**config.mk**
```make
export PLATFORM = sky130hd
export DESIGN_NAME = bounded_array_list_engine_flat
export DESIGN_NICKNAME = d
export VERILOG_FILES = /design/src/sv/bale_pkg.sv /design/src/sv/bale_if.sv /design/src/sv/bale_cell.sv /design/src/sv/bounded_array_list_engine.sv /design/src/flat_wrapper.sv
export SDC_FILE = /design/constraint.sdc
export NUM_CORES = 2
export LEC_CHECK = 0
export ABC_CLOCK_PERIOD_IN_PS = 9350
export BUFFER_PORTS_ARGS = -buffer_cell sky130_fd_sc_hd__buf_2
export CELL_PAD_IN_SITES_DETAIL_PLACEMENT = 1
export CELL_PAD_IN_SITES_GLOBAL_PLACEMENT = 2
export CORE_MARGIN = 2
export CORE_UTILIZATION = 45
export DETAILED_ROUTE_END_ITERATION = 7
export GPL_ROUTABILITY_DRIVEN = 0
export PLACE_DENSITY_LB_ADDON = 0.1
export SYNTH_ARGS = -nofsm -noshare
export SYNTH_HDL_FRONTEND = slang
export SYNTH_SLANG_ARGS = --single-unit
```
**constraint.sdc**
```tcl
create_clock -name i_clk -period 9.35 [get_ports i_clk]
set_input_delay 0.4675 -clock i_clk [delete_from_list [all_inputs] [get_ports i_clk]]
set_output_delay 0.4675 -clock i_clk [all_outputs]
set_load 0.01 [all_outputs]
```
**src/sv/bale_pkg.sv**
```systemverilog
// bale_pkg: request codes, status codes and shared types of the array-list engine
// no dependencies
`timescale 1ns / 1ps
package bale_pkg;
    typedef enum logic [3:0] {
        REQ_APPEND  = 4'd0,
        REQ_INSERT  = 4'd1,
        REQ_DELETE  = 4'd2,
        REQ_LSEARCH = 4'd3,
        REQ_BSEARCH = 4'd4,
        REQ_GET     = 4'd5,
        REQ_SET     = 4'd6,
        REQ_MAX     = 4'd7,
        REQ_MIN     = 4'd8,
        REQ_SUM     = 4'd9,
        REQ_REVERSE = 4'd10,
        REQ_LSHIFT  = 4'd11,
        REQ_LROT    = 4'd12,
        REQ_RROT    = 4'd13,
        REQ_RSVD14  = 4'd14,
        REQ_RSVD15  = 4'd15
    } t_req;

    localparam logic [2:0] ST_OK       = 3'd0;
    localparam logic [2:0] ST_RANGE    = 3'd1;
    localparam logic [2:0] ST_FULL     = 3'd2;
    localparam logic [2:0] ST_EMPTY    = 3'd3;
    localparam logic [2:0] ST_NOTFOUND = 3'd4;

    // per-cycle command broadcast to every cell
    typedef enum logic [2:0] {
        CELL_HOLD  = 3'd0,
        CELL_UP    = 3'd1,  // take left neighbor
        CELL_DOWN  = 3'd2,  // take right neighbor
        CELL_LOAD  = 3'd3,  // take broadcast value
        CELL_SWAP  = 3'd4   // take mirror word
    } t_cell_op;

    typedef struct packed {
        t_cell_op     op;
        logic [31:0]  wdata;
    } t_cell_ctl;
endpackage

```
**src/sv/bale_if.sv**
```systemverilog
// bale_req_if / bale_rsp_if: valid-ready channels of the array-list engine
// no dependencies
`timescale 1ns / 1ps
interface bale_req_if;
    logic               valid;
    logic               ready;
    logic [3:0]         req_type;
    logic [4:0]         index;
    logic signed [31:0] value;
    logic signed [31:0] key;
    logic [4:0]         search_low;
    logic signed [4:0]  search_high;
    modport source (output valid, req_type, index, value, key, search_low, search_high,
                    input ready);
    modport sink   (input valid, req_type, index, value, key, search_low, search_high,
                    output ready);
endinterface

interface bale_rsp_if;
    logic               valid;
    logic               ready;
    logic [2:0]         status;
    logic signed [4:0]  found_index;
    logic signed [31:0] data;
    logic signed [35:0] total;
    logic [4:0]         length_now;
    modport source (output valid, status, found_index, data, total, length_now,
                    input ready);
    modport sink   (input valid, status, found_index, data, total, length_now,
                    output ready);
endinterface

```
**src/sv/bale_cell.sv**
```systemverilog
// bale_cell: one element slot of the store chain
// depends on bale_pkg
`timescale 1ns / 1ps
module bale_cell
    import bale_pkg::*;
(
    input  logic        i_clk,
    input  logic        i_en,
    input  t_cell_ctl   i_ctl,
    input  logic [31:0] i_left,
    input  logic [31:0] i_right,
    input  logic [31:0] i_mirror,
    output logic [31:0] o_word
);
    logic [31:0] r_word;
    logic [31:0] n_word;

    always_comb begin
        n_word = r_word;
        if (i_en) begin
            case (i_ctl.op)
                CELL_UP:   n_word = i_left;
                CELL_DOWN: n_word = i_right;
                CELL_LOAD: n_word = i_ctl.wdata;
                CELL_SWAP: n_word = i_mirror;
                default:   n_word = r_word;
            endcase
        end
    end

    always_ff @(posedge i_clk) begin
        r_word <= n_word;
    end

    assign o_word = r_word;
endmodule

```
**src/sv/bounded_array_list_engine.sv**
```systemverilog
// bounded_array_list_engine: array-list store built from a chain of element cells
// depends on bale_pkg, bale_if, bale_cell
//
//  channel   dir   handshake     payload
//  req       in    valid/ready   req_type index value key search_low search_high
//  rsp       out   valid/ready   status found_index data total length_now
//  cfg       in    i_cfg_we      i_cfg_wdata (max_length)
//
// one request at a time; every request is accepted and then answered with one response word
// append/get/set act on one cell at accept, and delete/shift move the chain down at accept;
// insert and rotate load the placed word in the following cycle
// sum, linear search, max and min walk one cell a cycle;
// reverse swaps one pair a cycle; binary search halves its bounds each step
// reset (synchronous, active low) clears fill count and control; cell words are
// undefined until written; a stalled response holds and blocks the next request
`timescale 1ns / 1ps
module bounded_array_list_engine
    import bale_pkg::*;
#(
    parameter int CAPACITY = 16
) (
    input  logic       i_clk,
    input  logic       i_rst_n,
    bale_req_if.sink   req,
    bale_rsp_if.source rsp,
    input  logic       i_cfg_we,
    input  logic [4:0] i_cfg_wdata
);
    localparam int IW = $clog2(CAPACITY);
    localparam int CW = $clog2(CAPACITY + 1);
    // binary search bounds hold search_low (up to 31) and twice the top index
    localparam int SW = (IW + 2 > 6) ? IW + 2 : 6;
    localparam logic signed [SW-1:0] ONE_S = SW'(1);

    typedef enum logic [1:0] {S_IDLE, S_WALK, S_BIN, S_DONE} t_state;

    t_state                r_state;
    logic [4:0]            r_max_len;
    logic [CW-1:0]         r_fill;
    t_req                  r_req;
    logic [31:0]           r_key;
    logic [IW:0]           r_ptr;   // walk pointer (a side)
    logic [IW:0]           r_ptr_b; // mirror pointer for reverse
    logic signed [SW-1:0]  r_lo;
    logic signed [SW-1:0]  r_hi;
    logic [31:0]           r_acc;
    logic signed [35:0]    r_sum;
    logic                  r_found;
    logic [IW:0]           r_found_ix;

    logic [2:0]            r_status;
    logic signed [4:0]     r_found_o;
    logic signed [31:0]    r_data_o;
    logic signed [35:0]    r_total_o;

    // rotate and insert place one word in the cycle after the shift
    logic                  r_wrap;
    logic [31:0]           r_wrap_data;
    logic [IW-1:0]         r_wrap_ix;

    // cell chain
    logic [31:0]   w_word [CAPACITY];
    logic          w_en   [CAPACITY];
    t_cell_ctl     w_ctl;

    // chain read port for the walking operations and the binary search
    logic [IW-1:0] w_rd_ix;
    logic [31:0]   w_rd;
    logic [31:0]   w_rd_b;
    assign w_rd   = w_word[w_rd_ix];
    assign w_rd_b = w_word[r_ptr_b[IW-1:0]];

    genvar g;
    generate
        for (g = 0; g < CAPACITY; g++) begin : g_cell
            logic [31:0] w_left, w_right, w_mirror;
            if (g == 0) begin : g_l0
                assign w_left = w_word[0];
            end else begin : g_ln
                assign w_left = w_word[g-1];
            end
            if (g == CAPACITY - 1) begin : g_rn
                assign w_right = w_word[g];
            end else begin : g_r
                assign w_right = w_word[g+1];
            end
            // reverse swaps the a/b pair: cell a takes b, cell b takes a
            assign w_mirror = (r_ptr[IW-1:0] == IW'(g)) ? w_rd_b : w_rd;
            bale_cell u_cell (
                .i_clk    (i_clk),
                .i_en     (w_en[g]),
                .i_ctl    (w_ctl),
                .i_left   (w_left),
                .i_right  (w_right),
                .i_mirror (w_mirror),
                .o_word   (w_word[g])
            );
        end
    endgenerate

    // request decode on acceptance
    logic             w_acc;
    t_req             w_rq;
    logic [CW-1:0]    w_limit;
    logic [IW:0]      w_ix;
    logic             w_empty;
    logic             w_needs;
    logic signed [SW-1:0] w_shi;
    logic signed [SW-1:0] w_top;
    logic signed [SW-1:0] w_hi_clip;
    logic signed [SW-1:0] w_mid;

    assign w_acc   = req.valid && req.ready;
    assign w_rq    = t_req'(req.req_type);
    assign w_ix    = (IW + 1 >= 5) ? (IW+1)'(req.index) : (IW+1)'(req.index);
    assign w_empty = (r_fill == '0);
    assign w_limit = ({27'd0, r_max_len} < 32'(CAPACITY)) ? CW'(r_max_len) : CW'(CAPACITY);
    assign w_needs = (w_rq == REQ_DELETE) || (w_rq == REQ_GET) || (w_rq == REQ_SET)
                  || (w_rq == REQ_MAX) || (w_rq == REQ_MIN) || (w_rq == REQ_LSHIFT)
                  || (w_rq == REQ_LROT) || (w_rq == REQ_RROT);
    // high end clipped to the last held position, -1 when empty
    assign w_shi     = SW'(req.search_high);
    assign w_top     = $signed(SW'(r_fill) - SW'(1));
    assign w_hi_clip = (w_shi > w_top) ? w_top : w_shi;
    assign w_mid     = (r_lo + r_hi) >>> 1;

    logic             w_idx_ok_ins;
    logic             w_idx_ok;
    logic             w_room;
    logic [CW-1:0]    w_fill_m1;
    assign w_idx_ok_ins = {27'd0, req.index} <= 32'(r_fill);
    assign w_idx_ok     = {27'd0, req.index} <  32'(r_fill);
    assign w_room       = r_fill < w_limit;
    assign w_fill_m1    = r_fill - CW'(1);

    always_comb begin
        w_ctl.op    = CELL_HOLD;
        w_ctl.wdata = req.value;
        for (int k = 0; k < CAPACITY; k++) w_en[k] = 1'b0;
        w_rd_ix = r_ptr[IW-1:0];
        if (r_state == S_BIN) w_rd_ix = w_mid[IW-1:0];
        if (r_state == S_IDLE && w_acc && !(w_needs && w_empty)) begin
            unique case (w_rq)
                REQ_APPEND: if (w_room) begin
                    w_ctl.op = CELL_LOAD;
                    for (int k = 0; k < CAPACITY; k++) w_en[k] = (CW'(k) == r_fill);
                end
                REQ_INSERT: if (w_idx_ok_ins && w_room) begin
                    for (int k = 0; k < CAPACITY; k++) begin
                        w_en[k] = (CW'(k) >= CW'(w_ix)) && (CW'(k) <= r_fill);
                    end
                    w_ctl.op = CELL_UP;
                end
                REQ_DELETE, REQ_LSHIFT: begin
                    w_ctl.op = CELL_DOWN;
                    for (int k = 0; k < CAPACITY; k++) begin
                        w_en[k] = (w_rq == REQ_LSHIFT || CW'(k) >= CW'(w_ix))
                               && (CW'(k) + CW'(1) < r_fill);
                    end
                    if (w_rq == REQ_DELETE && !w_idx_ok)
                        for (int k = 0; k < CAPACITY; k++) w_en[k] = 1'b0;
                end
                REQ_SET: if (w_idx_ok) begin
                    w_ctl.op = CELL_LOAD;
                    for (int k = 0; k < CAPACITY; k++) w_en[k] = (CW'(k) == CW'(w_ix));
                end
                REQ_LROT: begin
                    w_ctl.op = CELL_DOWN;
                    for (int k = 0; k < CAPACITY; k++) w_en[k] = CW'(k) + CW'(1) < r_fill;
                end
                REQ_RROT: begin
                    w_ctl.op = CELL_UP;
                    for (int k = 1; k < CAPACITY; k++) w_en[k] = CW'(k) < r_fill;
                end
                default: ;
            endcase
        end else if (r_wrap) begin
            // place the wrapped or inserted word
            w_ctl.op    = CELL_LOAD;
            w_ctl.wdata = r_wrap_data;
            for (int k = 0; k < CAPACITY; k++) w_en[k] = (r_wrap_ix == IW'(k));
        end else if (r_state == S_WALK && r_req == REQ_REVERSE && r_ptr < r_ptr_b) begin
            w_ctl.op = CELL_SWAP;
            for (int k = 0; k < CAPACITY; k++)
                w_en[k] = (r_ptr[IW-1:0] == IW'(k)) || (r_ptr_b[IW-1:0] == IW'(k));
        end
    end

    assign req.ready = (r_state == S_IDLE) && !r_wrap;

    always_ff @(posedge i_clk) begin
        if (!i_rst_n) begin
            r_state   <= S_IDLE;
            r_max_len <= 5'd16;
            r_fill    <= '0;
            r_wrap    <= 1'b0;
        end else begin
            if (i_cfg_we) r_max_len <= i_cfg_wdata;
            r_wrap <= 1'b0;
            unique case (r_state)
                S_IDLE: if (w_acc) begin
                    r_req     <= w_rq;
                    r_key     <= req.key;
                    r_status  <= ST_OK;
                    r_found_o <= -5'sd1;
                    r_data_o  <= '0;
                    r_total_o <= '0;
                    r_sum     <= '0;
                    r_found   <= 1'b0;
                    r_ptr     <= '0;
                    r_ptr_b   <= w_empty ? '0 : (IW+1)'(w_fill_m1);
                    r_state   <= S_DONE;
                    if (w_needs && w_empty) begin
                        r_status <= ST_EMPTY;
                    end else begin
                        unique case (w_rq)
                            REQ_APPEND: if (w_room) r_fill <= r_fill + CW'(1);
                                        else r_status <= ST_FULL;
                            REQ_INSERT: if (!w_idx_ok_ins) r_status <= ST_RANGE;
                                else if (!w_room) r_status <= ST_FULL;
                                else begin
                                    r_fill      <= r_fill + CW'(1);
                                    r_wrap      <= 1'b1;
                                    r_wrap_ix   <= w_ix[IW-1:0];
                                    r_wrap_data <= req.value;
                                end
                            REQ_DELETE: if (!w_idx_ok) r_status <= ST_RANGE;
                                        else r_fill <= w_fill_m1;
                            REQ_LSHIFT: r_fill <= w_fill_m1;
                            REQ_GET: if (!w_idx_ok) r_status <= ST_RANGE;
                                     else r_data_o <= w_word[w_ix[IW-1:0]];
                            REQ_SET: if (!w_idx_ok) r_status <= ST_RANGE;
                            REQ_LROT: begin
                                r_wrap      <= 1'b1;
                                r_wrap_ix   <= w_fill_m1[IW-1:0];
                                r_wrap_data <= w_word[0];
                            end
                            REQ_RROT: begin
                                r_wrap      <= 1'b1;
                                r_wrap_ix   <= '0;
                                r_wrap_data <= w_word[w_fill_m1[IW-1:0]];
                            end
                            REQ_LSEARCH, REQ_SUM, REQ_REVERSE: r_state <= S_WALK;
                            REQ_MAX, REQ_MIN: begin
                                r_acc   <= w_word[0];
                                r_ptr   <= (IW+1)'(1);
                                r_state <= S_WALK;
                            end
                            REQ_BSEARCH: begin
                                r_lo    <= SW'(req.search_low);
                                r_hi    <= w_hi_clip;
                                r_state <= S_BIN;
                            end
                            default: ;
                        endcase
                    end
                end
                S_WALK: begin
                    if (r_req == REQ_REVERSE) begin
                        if (r_ptr < r_ptr_b) begin
                            r_ptr   <= r_ptr + 1'b1;
                            r_ptr_b <= r_ptr_b - 1'b1;
                        end else r_state <= S_DONE;
                    end else if (CW'(r_ptr) >= r_fill || r_found) begin
                        r_state <= S_DONE;
                        case (r_req)
                            REQ_SUM: r_total_o <= r_sum;
                            REQ_MAX, REQ_MIN: r_data_o <= r_acc;
                            default: if (r_found) r_found_o <= 5'(r_found_ix);
                                     else r_status <= ST_NOTFOUND;
                        endcase
                    end else begin
                        r_ptr <= r_ptr + 1'b1;
                        case (r_req)
                            REQ_SUM: r_sum <= r_sum + 36'($signed(w_rd));
                            REQ_MAX: if ($signed(w_rd) > $signed(r_acc)) r_acc <= w_rd;
                            REQ_MIN: if ($signed(w_rd) < $signed(r_acc)) r_acc <= w_rd;
                            default: if (w_rd == r_key) begin
                                r_found    <= 1'b1;
                                r_found_ix <= r_ptr;
                            end
                        endcase
                    end
                end
                S_BIN: begin
                    if (r_lo > r_hi) begin
                        r_status <= ST_NOTFOUND;
                        r_state  <= S_DONE;
                    end else if (w_rd == r_key) begin
                        r_found_o <= 5'(w_mid);
                        r_state   <= S_DONE;
                    end else if ($signed(r_key) > $signed(w_rd)) r_lo <= w_mid + ONE_S;
                    else r_hi <= w_mid - ONE_S;
                end
                S_DONE: if (rsp.valid && rsp.ready) r_state <= S_IDLE;
                default: r_state <= S_IDLE;
            endcase
        end
    end

    assign rsp.valid       = (r_state == S_DONE) && !r_wrap;
    assign rsp.status      = r_status;
    assign rsp.found_index = r_found_o;
    assign rsp.data        = r_data_o;
    assign rsp.total       = r_total_o;
    assign rsp.length_now  = 5'(r_fill);

    unused_fix_check: assert property (@(posedge i_clk) disable iff (!i_rst_n)
        r_wrap |-> r_state == S_DONE)
        else $error("fixup write outside done state");
    fill_bound: assert property (@(posedge i_clk) disable iff (!i_rst_n)
        32'(r_fill) <= CAPACITY)
        else $error("fill count above capacity");
    one_word: assert property (@(posedge i_clk) disable iff (!i_rst_n)
        rsp.valid && !rsp.ready |=> rsp.valid && $stable(rsp.status))
        else $error("response dropped while stalled");
endmodule

```
**src/flat_wrapper.sv**
```systemverilog
// flat-port wrapper written by rule: the top's interface ports become plain ports
module bounded_array_list_engine_flat import bale_pkg::*;
#(
    parameter int CAPACITY = 16
)
  (i_clk, i_rst_n, i_cfg_we, i_cfg_wdata, req_valid, req_req_type, req_index, req_value, req_key, req_search_low, req_search_high, req_ready, rsp_valid, rsp_status, rsp_found_index, rsp_data, rsp_total, rsp_length_now, rsp_ready);
  bale_req_if req_i ();
  bale_rsp_if rsp_i ();
  input  logic i_clk;
  input  logic i_rst_n;
  input  logic i_cfg_we;
  input  logic [4:0] i_cfg_wdata;
  input wire logic [$bits(req_i.valid)-1:0] req_valid;
  input wire logic [$bits(req_i.req_type)-1:0] req_req_type;
  input wire logic [$bits(req_i.index)-1:0] req_index;
  input wire logic [$bits(req_i.value)-1:0] req_value;
  input wire logic [$bits(req_i.key)-1:0] req_key;
  input wire logic [$bits(req_i.search_low)-1:0] req_search_low;
  input wire logic [$bits(req_i.search_high)-1:0] req_search_high;
  output wire logic [$bits(req_i.ready)-1:0] req_ready;
  output wire logic [$bits(rsp_i.valid)-1:0] rsp_valid;
  output wire logic [$bits(rsp_i.status)-1:0] rsp_status;
  output wire logic [$bits(rsp_i.found_index)-1:0] rsp_found_index;
  output wire logic [$bits(rsp_i.data)-1:0] rsp_data;
  output wire logic [$bits(rsp_i.total)-1:0] rsp_total;
  output wire logic [$bits(rsp_i.length_now)-1:0] rsp_length_now;
  input wire logic [$bits(rsp_i.ready)-1:0] rsp_ready;
  assign req_i.valid = req_valid;
  assign req_i.req_type = req_req_type;
  assign req_i.index = req_index;
  assign req_i.value = req_value;
  assign req_i.key = req_key;
  assign req_i.search_low = req_search_low;
  assign req_i.search_high = req_search_high;
  assign req_ready = req_i.ready;
  assign rsp_valid = rsp_i.valid;
  assign rsp_status = rsp_i.status;
  assign rsp_found_index = rsp_i.found_index;
  assign rsp_data = rsp_i.data;
  assign rsp_total = rsp_i.total;
  assign rsp_length_now = rsp_i.length_now;
  assign rsp_i.ready = rsp_ready;
  bounded_array_list_engine #(.CAPACITY(CAPACITY)) u_core (.i_clk(i_clk), .i_rst_n(i_rst_n), .req(req_i), .rsp(rsp_i), .i_cfg_we(i_cfg_we), .i_cfg_wdata(i_cfg_wdata));
endmodule
```
==> results.json <==
{
  "regArea_um2": 22970,
  "drv_cap": 1,
  "grt_max_degree": 171,
  "detail-route-antenna-nets": 0,
  "drive_gt1_share_pct": 23.42,
  "min_period_over_period_pct": 81.50,
  "cts_tree": "yes",
  "avgSynthCellArea_um2": 11.93,
  "grt_pass1_vias": 53590,
  "path_buf_inv": 3,
  "min_period_ns": 7.620,
  "drt_iter0_markers": 9233,
  "ys_seq_elements": 769,
  "ys_seq_area_share_pct": 36.96,
  "violations": "max-capacitance violations",
  "multi_input_area_um2": 36180,
  "rsz0062_at_grt": "no",
  "reg2reg_slack_ns": 1.73,
  "crit_slowest_cell": "nor3_1",
  "grt_pass1_wl_um": 414900,
  "clock_latency_ns": 0.75,
  "hp-class": "in -> reg",
  "layout_common_cells": "756 x edfxtp_1, 608 x mux4_2, 578 x o21ai_0",
  "vias": 55170,
  "layout_commonest_cell": "edfxtp_1",
  "hold_ws_ns": 0.02440,
  "syn_inst": 5208,
  "crit_path_start_kind": "flop",
  "fill_cells": 13970,
  "coreArea_um2": 137300,
  "drt-total-wl_um": 294100,
  "num_rows": 136,
  "cp.depth": 17,
  "syn_nets": 5459,
  "fmax_mhz": 131.2,
  "dieHeight_um": 375.5,
  "synth_cell_type_count": 100,
  "start_util_pct": 45.24,
  "viasPerCell": 7.918,
  "setup_tns_ns": 0,
  "syn2layout_area_growth_pct": 8.621,
  "root_buffer": "clkbuf_16",
  "drc": 0,
  "min_from": "req_value[21]",
  "synth_flop_cell": "edfxtp_1",
  "hpwl_um": 169400,
  "cts_buffer_depth": 3,
  "hold_path_end": "u_core.r_wrap_data[21]",
  "drv_slew": 0,
  "path_clk_slew_ns": 0.07,
  "skew_ns": 0.02781,
  "htreeDepth": 3,
  "hold_viol_final": 0,
  "ir_drop_uv": 261.6,
  "end_kind": "flop",
  "grt-ovfl-total": 0,
  "port-buffer-count": 175,
  "grt_usage_pct": 41.08,
  "critical_path.top_delay_family": "compound AO/OA/AOI/OAI gates",
  "arrival_ns": 7.97,
  "r2r_start": "u_core.r_state[0]",
  "cts_resized": 0,
  "synth_edf_count": 756,
  "critical_path_class": "reg -> reg",
  "p_leak_nw": 21.79,
  "hold_depth": 3,
  "synth_warnings": 0,
  "die_x_um": 375.5,
  "syn_area_um2": 62120,
  "routedWlPerCell_um": 42.21,
  "synth_area_leaders": "edfxtp_1 37%, mux4_2 22%, o22a_1 6.3%, a22oi_1 5.5%, o21ai_0 4.7%",
  "nNetsFinal": 5337,
  "hold_buffers": 42,
  "worst_pin_slew_ns": 1.486,
  "cts_buffers": 97,
  "post_cts_buffers": 0,
  "run_status": "complete, but fails checks",
  "r2r_cells": 17,
  "synth.largest_area_cell": "edfxtp_1",
  "slew_headroom_pct": 0.5845,
  "critical_path_peak_fanout": 72,
  "setup_viol": 0,
  "io_pins": 176,
  "slowest_delay_ns": 0.92,
  "power_density_nw_per_um2": 251.2,
  "crit_chain": "inv_1 -> ha_1 -> inv_1 -> a21boi_4 -> buf_12 -> mux4_2 -> mux2i_1 -> mux2_2 -> ha_1 -> a21o_1 -> a21o_1 -> a221oi_1 -> o221ai_1 -> a21oi_1 -> o21ai_0 -> mux2i_1 -> nor3_1",
  "regToRegEndpoint": "u_core.r_lo[1]",
  "clock-sinks": 769,
  "synth_top_area_share_pct": 36.55,
  "ys_async_sr_fraction_pct": 0,
  "worstPathRequired_ns": 9.70,
  "drt_first_pass_iters": 7,
  "dieArea_um2": 141000,
  "antenna_found_initial": 24
}
-- state kept, by name, indices dropped and copies added (netlist names), 6 cells and up --
signal	flops
u_core.rsp.data	32
u_core.r_acc	32
u_core.r_wrap_data	32
u_core.r_hi	6
u_core.r_key	32
u_core.rsp.total	36
u_core.r_lo	6
u_core.r_sum	36
u_core.g_cell.u_cell.o_word	512
-- synth_stat cells (44+ instances only) --
cell type and number:
ha_1 156, nor3_1 44, and2_1 47, mux4_2 608
mux2i_1 152, o21ai_1 73, o21ai_0 587, nand2_1 269
o22ai_1 47, buf_1 56, a221o_1 66, inv_1 150
edfxtp_1 756, buf_2 166, a22oi_1 455, a21oi_1 120
nor2_1 168, buf_6 55, clkbuf_1 237, o22a_1 449
nand3_1 44
-- cells by family (layout without fill, tap and decap cells) --
group,after synthesis,count (layout),share of synthesized area [%]
AOI/OAI and AO/OA,2020,2020,23.15
muxes,796,796,25.17
DFF,769,769,36.96
buffers and inverters,713,671,5.581
and+or+nand+nor,709,709,5.322
adders and majority gates,158,158,3.207
xor gates and xnor gates,43,43,0.6063
other,0,8,0
-- per-layer routing --
layer / up-vias / global-route usage, % / routed length (µm)
met2: 4510 / 58.99 / 125300
met3: 982 / 14.31 / 39670
met4: 20 / 21.68 / 18130
met1: 28340 / 54.53 / 110800
li1: 21320 / - / -
met5: - / 1.098 / 248
-- how the worst max path moves through the flow --
stage / to / slack [ns] / startpoint
floorplan: u_core.r_acc[0] / 2.04 / u_core.r_hi[0]
global placement: u_core.r_lo[5] / 1.86 / u_core.r_state[0]
detailed placement: u_core.r_lo[4] / 1.67 / u_core.r_state[0]
CTS: u_core.r_lo[1] / 1.63 / u_core.r_state[0]
global route: u_core.r_acc[25] / 1.29 / u_core.r_state[0]
finish: u_core.r_lo[1] / 1.73 / u_core.r_state[0]
-- tightest hold or removal path: stages --
cell,delay [ns]
buf_2,0.09
nand2_1,0.04
o21ai_0,0.07
-- per-stage QoR --
stage | utilization (%) | total power [mW] | setup WS [ns] | cell area [µm²] | cells
floorplan | - | 10.21 | 2.039 | 62120 | 5208
global placement | 46.50 | 12.70 | 1.861 | 63860 | 6738
detailed placement | 46.50 | 12.83 | 1.667 | 63860 | 6738
CTS | 49.11 | 16.75 | 1.627 | 67430 | 6959
global route | 49.12 | 17.59 | 1.287 | 67450 | 6960
finish | 49.14 | 16.95 | 1.730 | 67470 | 6968
-- power by group --
part	switching (mW)	internal [mW]
sequential	0.167	4.17
combinational	5.69	3.01
clock	1.70	2.22
-- area by class of cell --
type,instances,area share [%]
well taps,1794,3.327
clock inverters,60,0.8882
inverters,155,0.8715
flip-flops and latches,769,34.04
multi-input cells,3726,53.62
diodes,8,0.02967
clock buffers,119,3.783
repair buffers,337,3.440
Note: power is estimated with default switching activity, not from simulation.
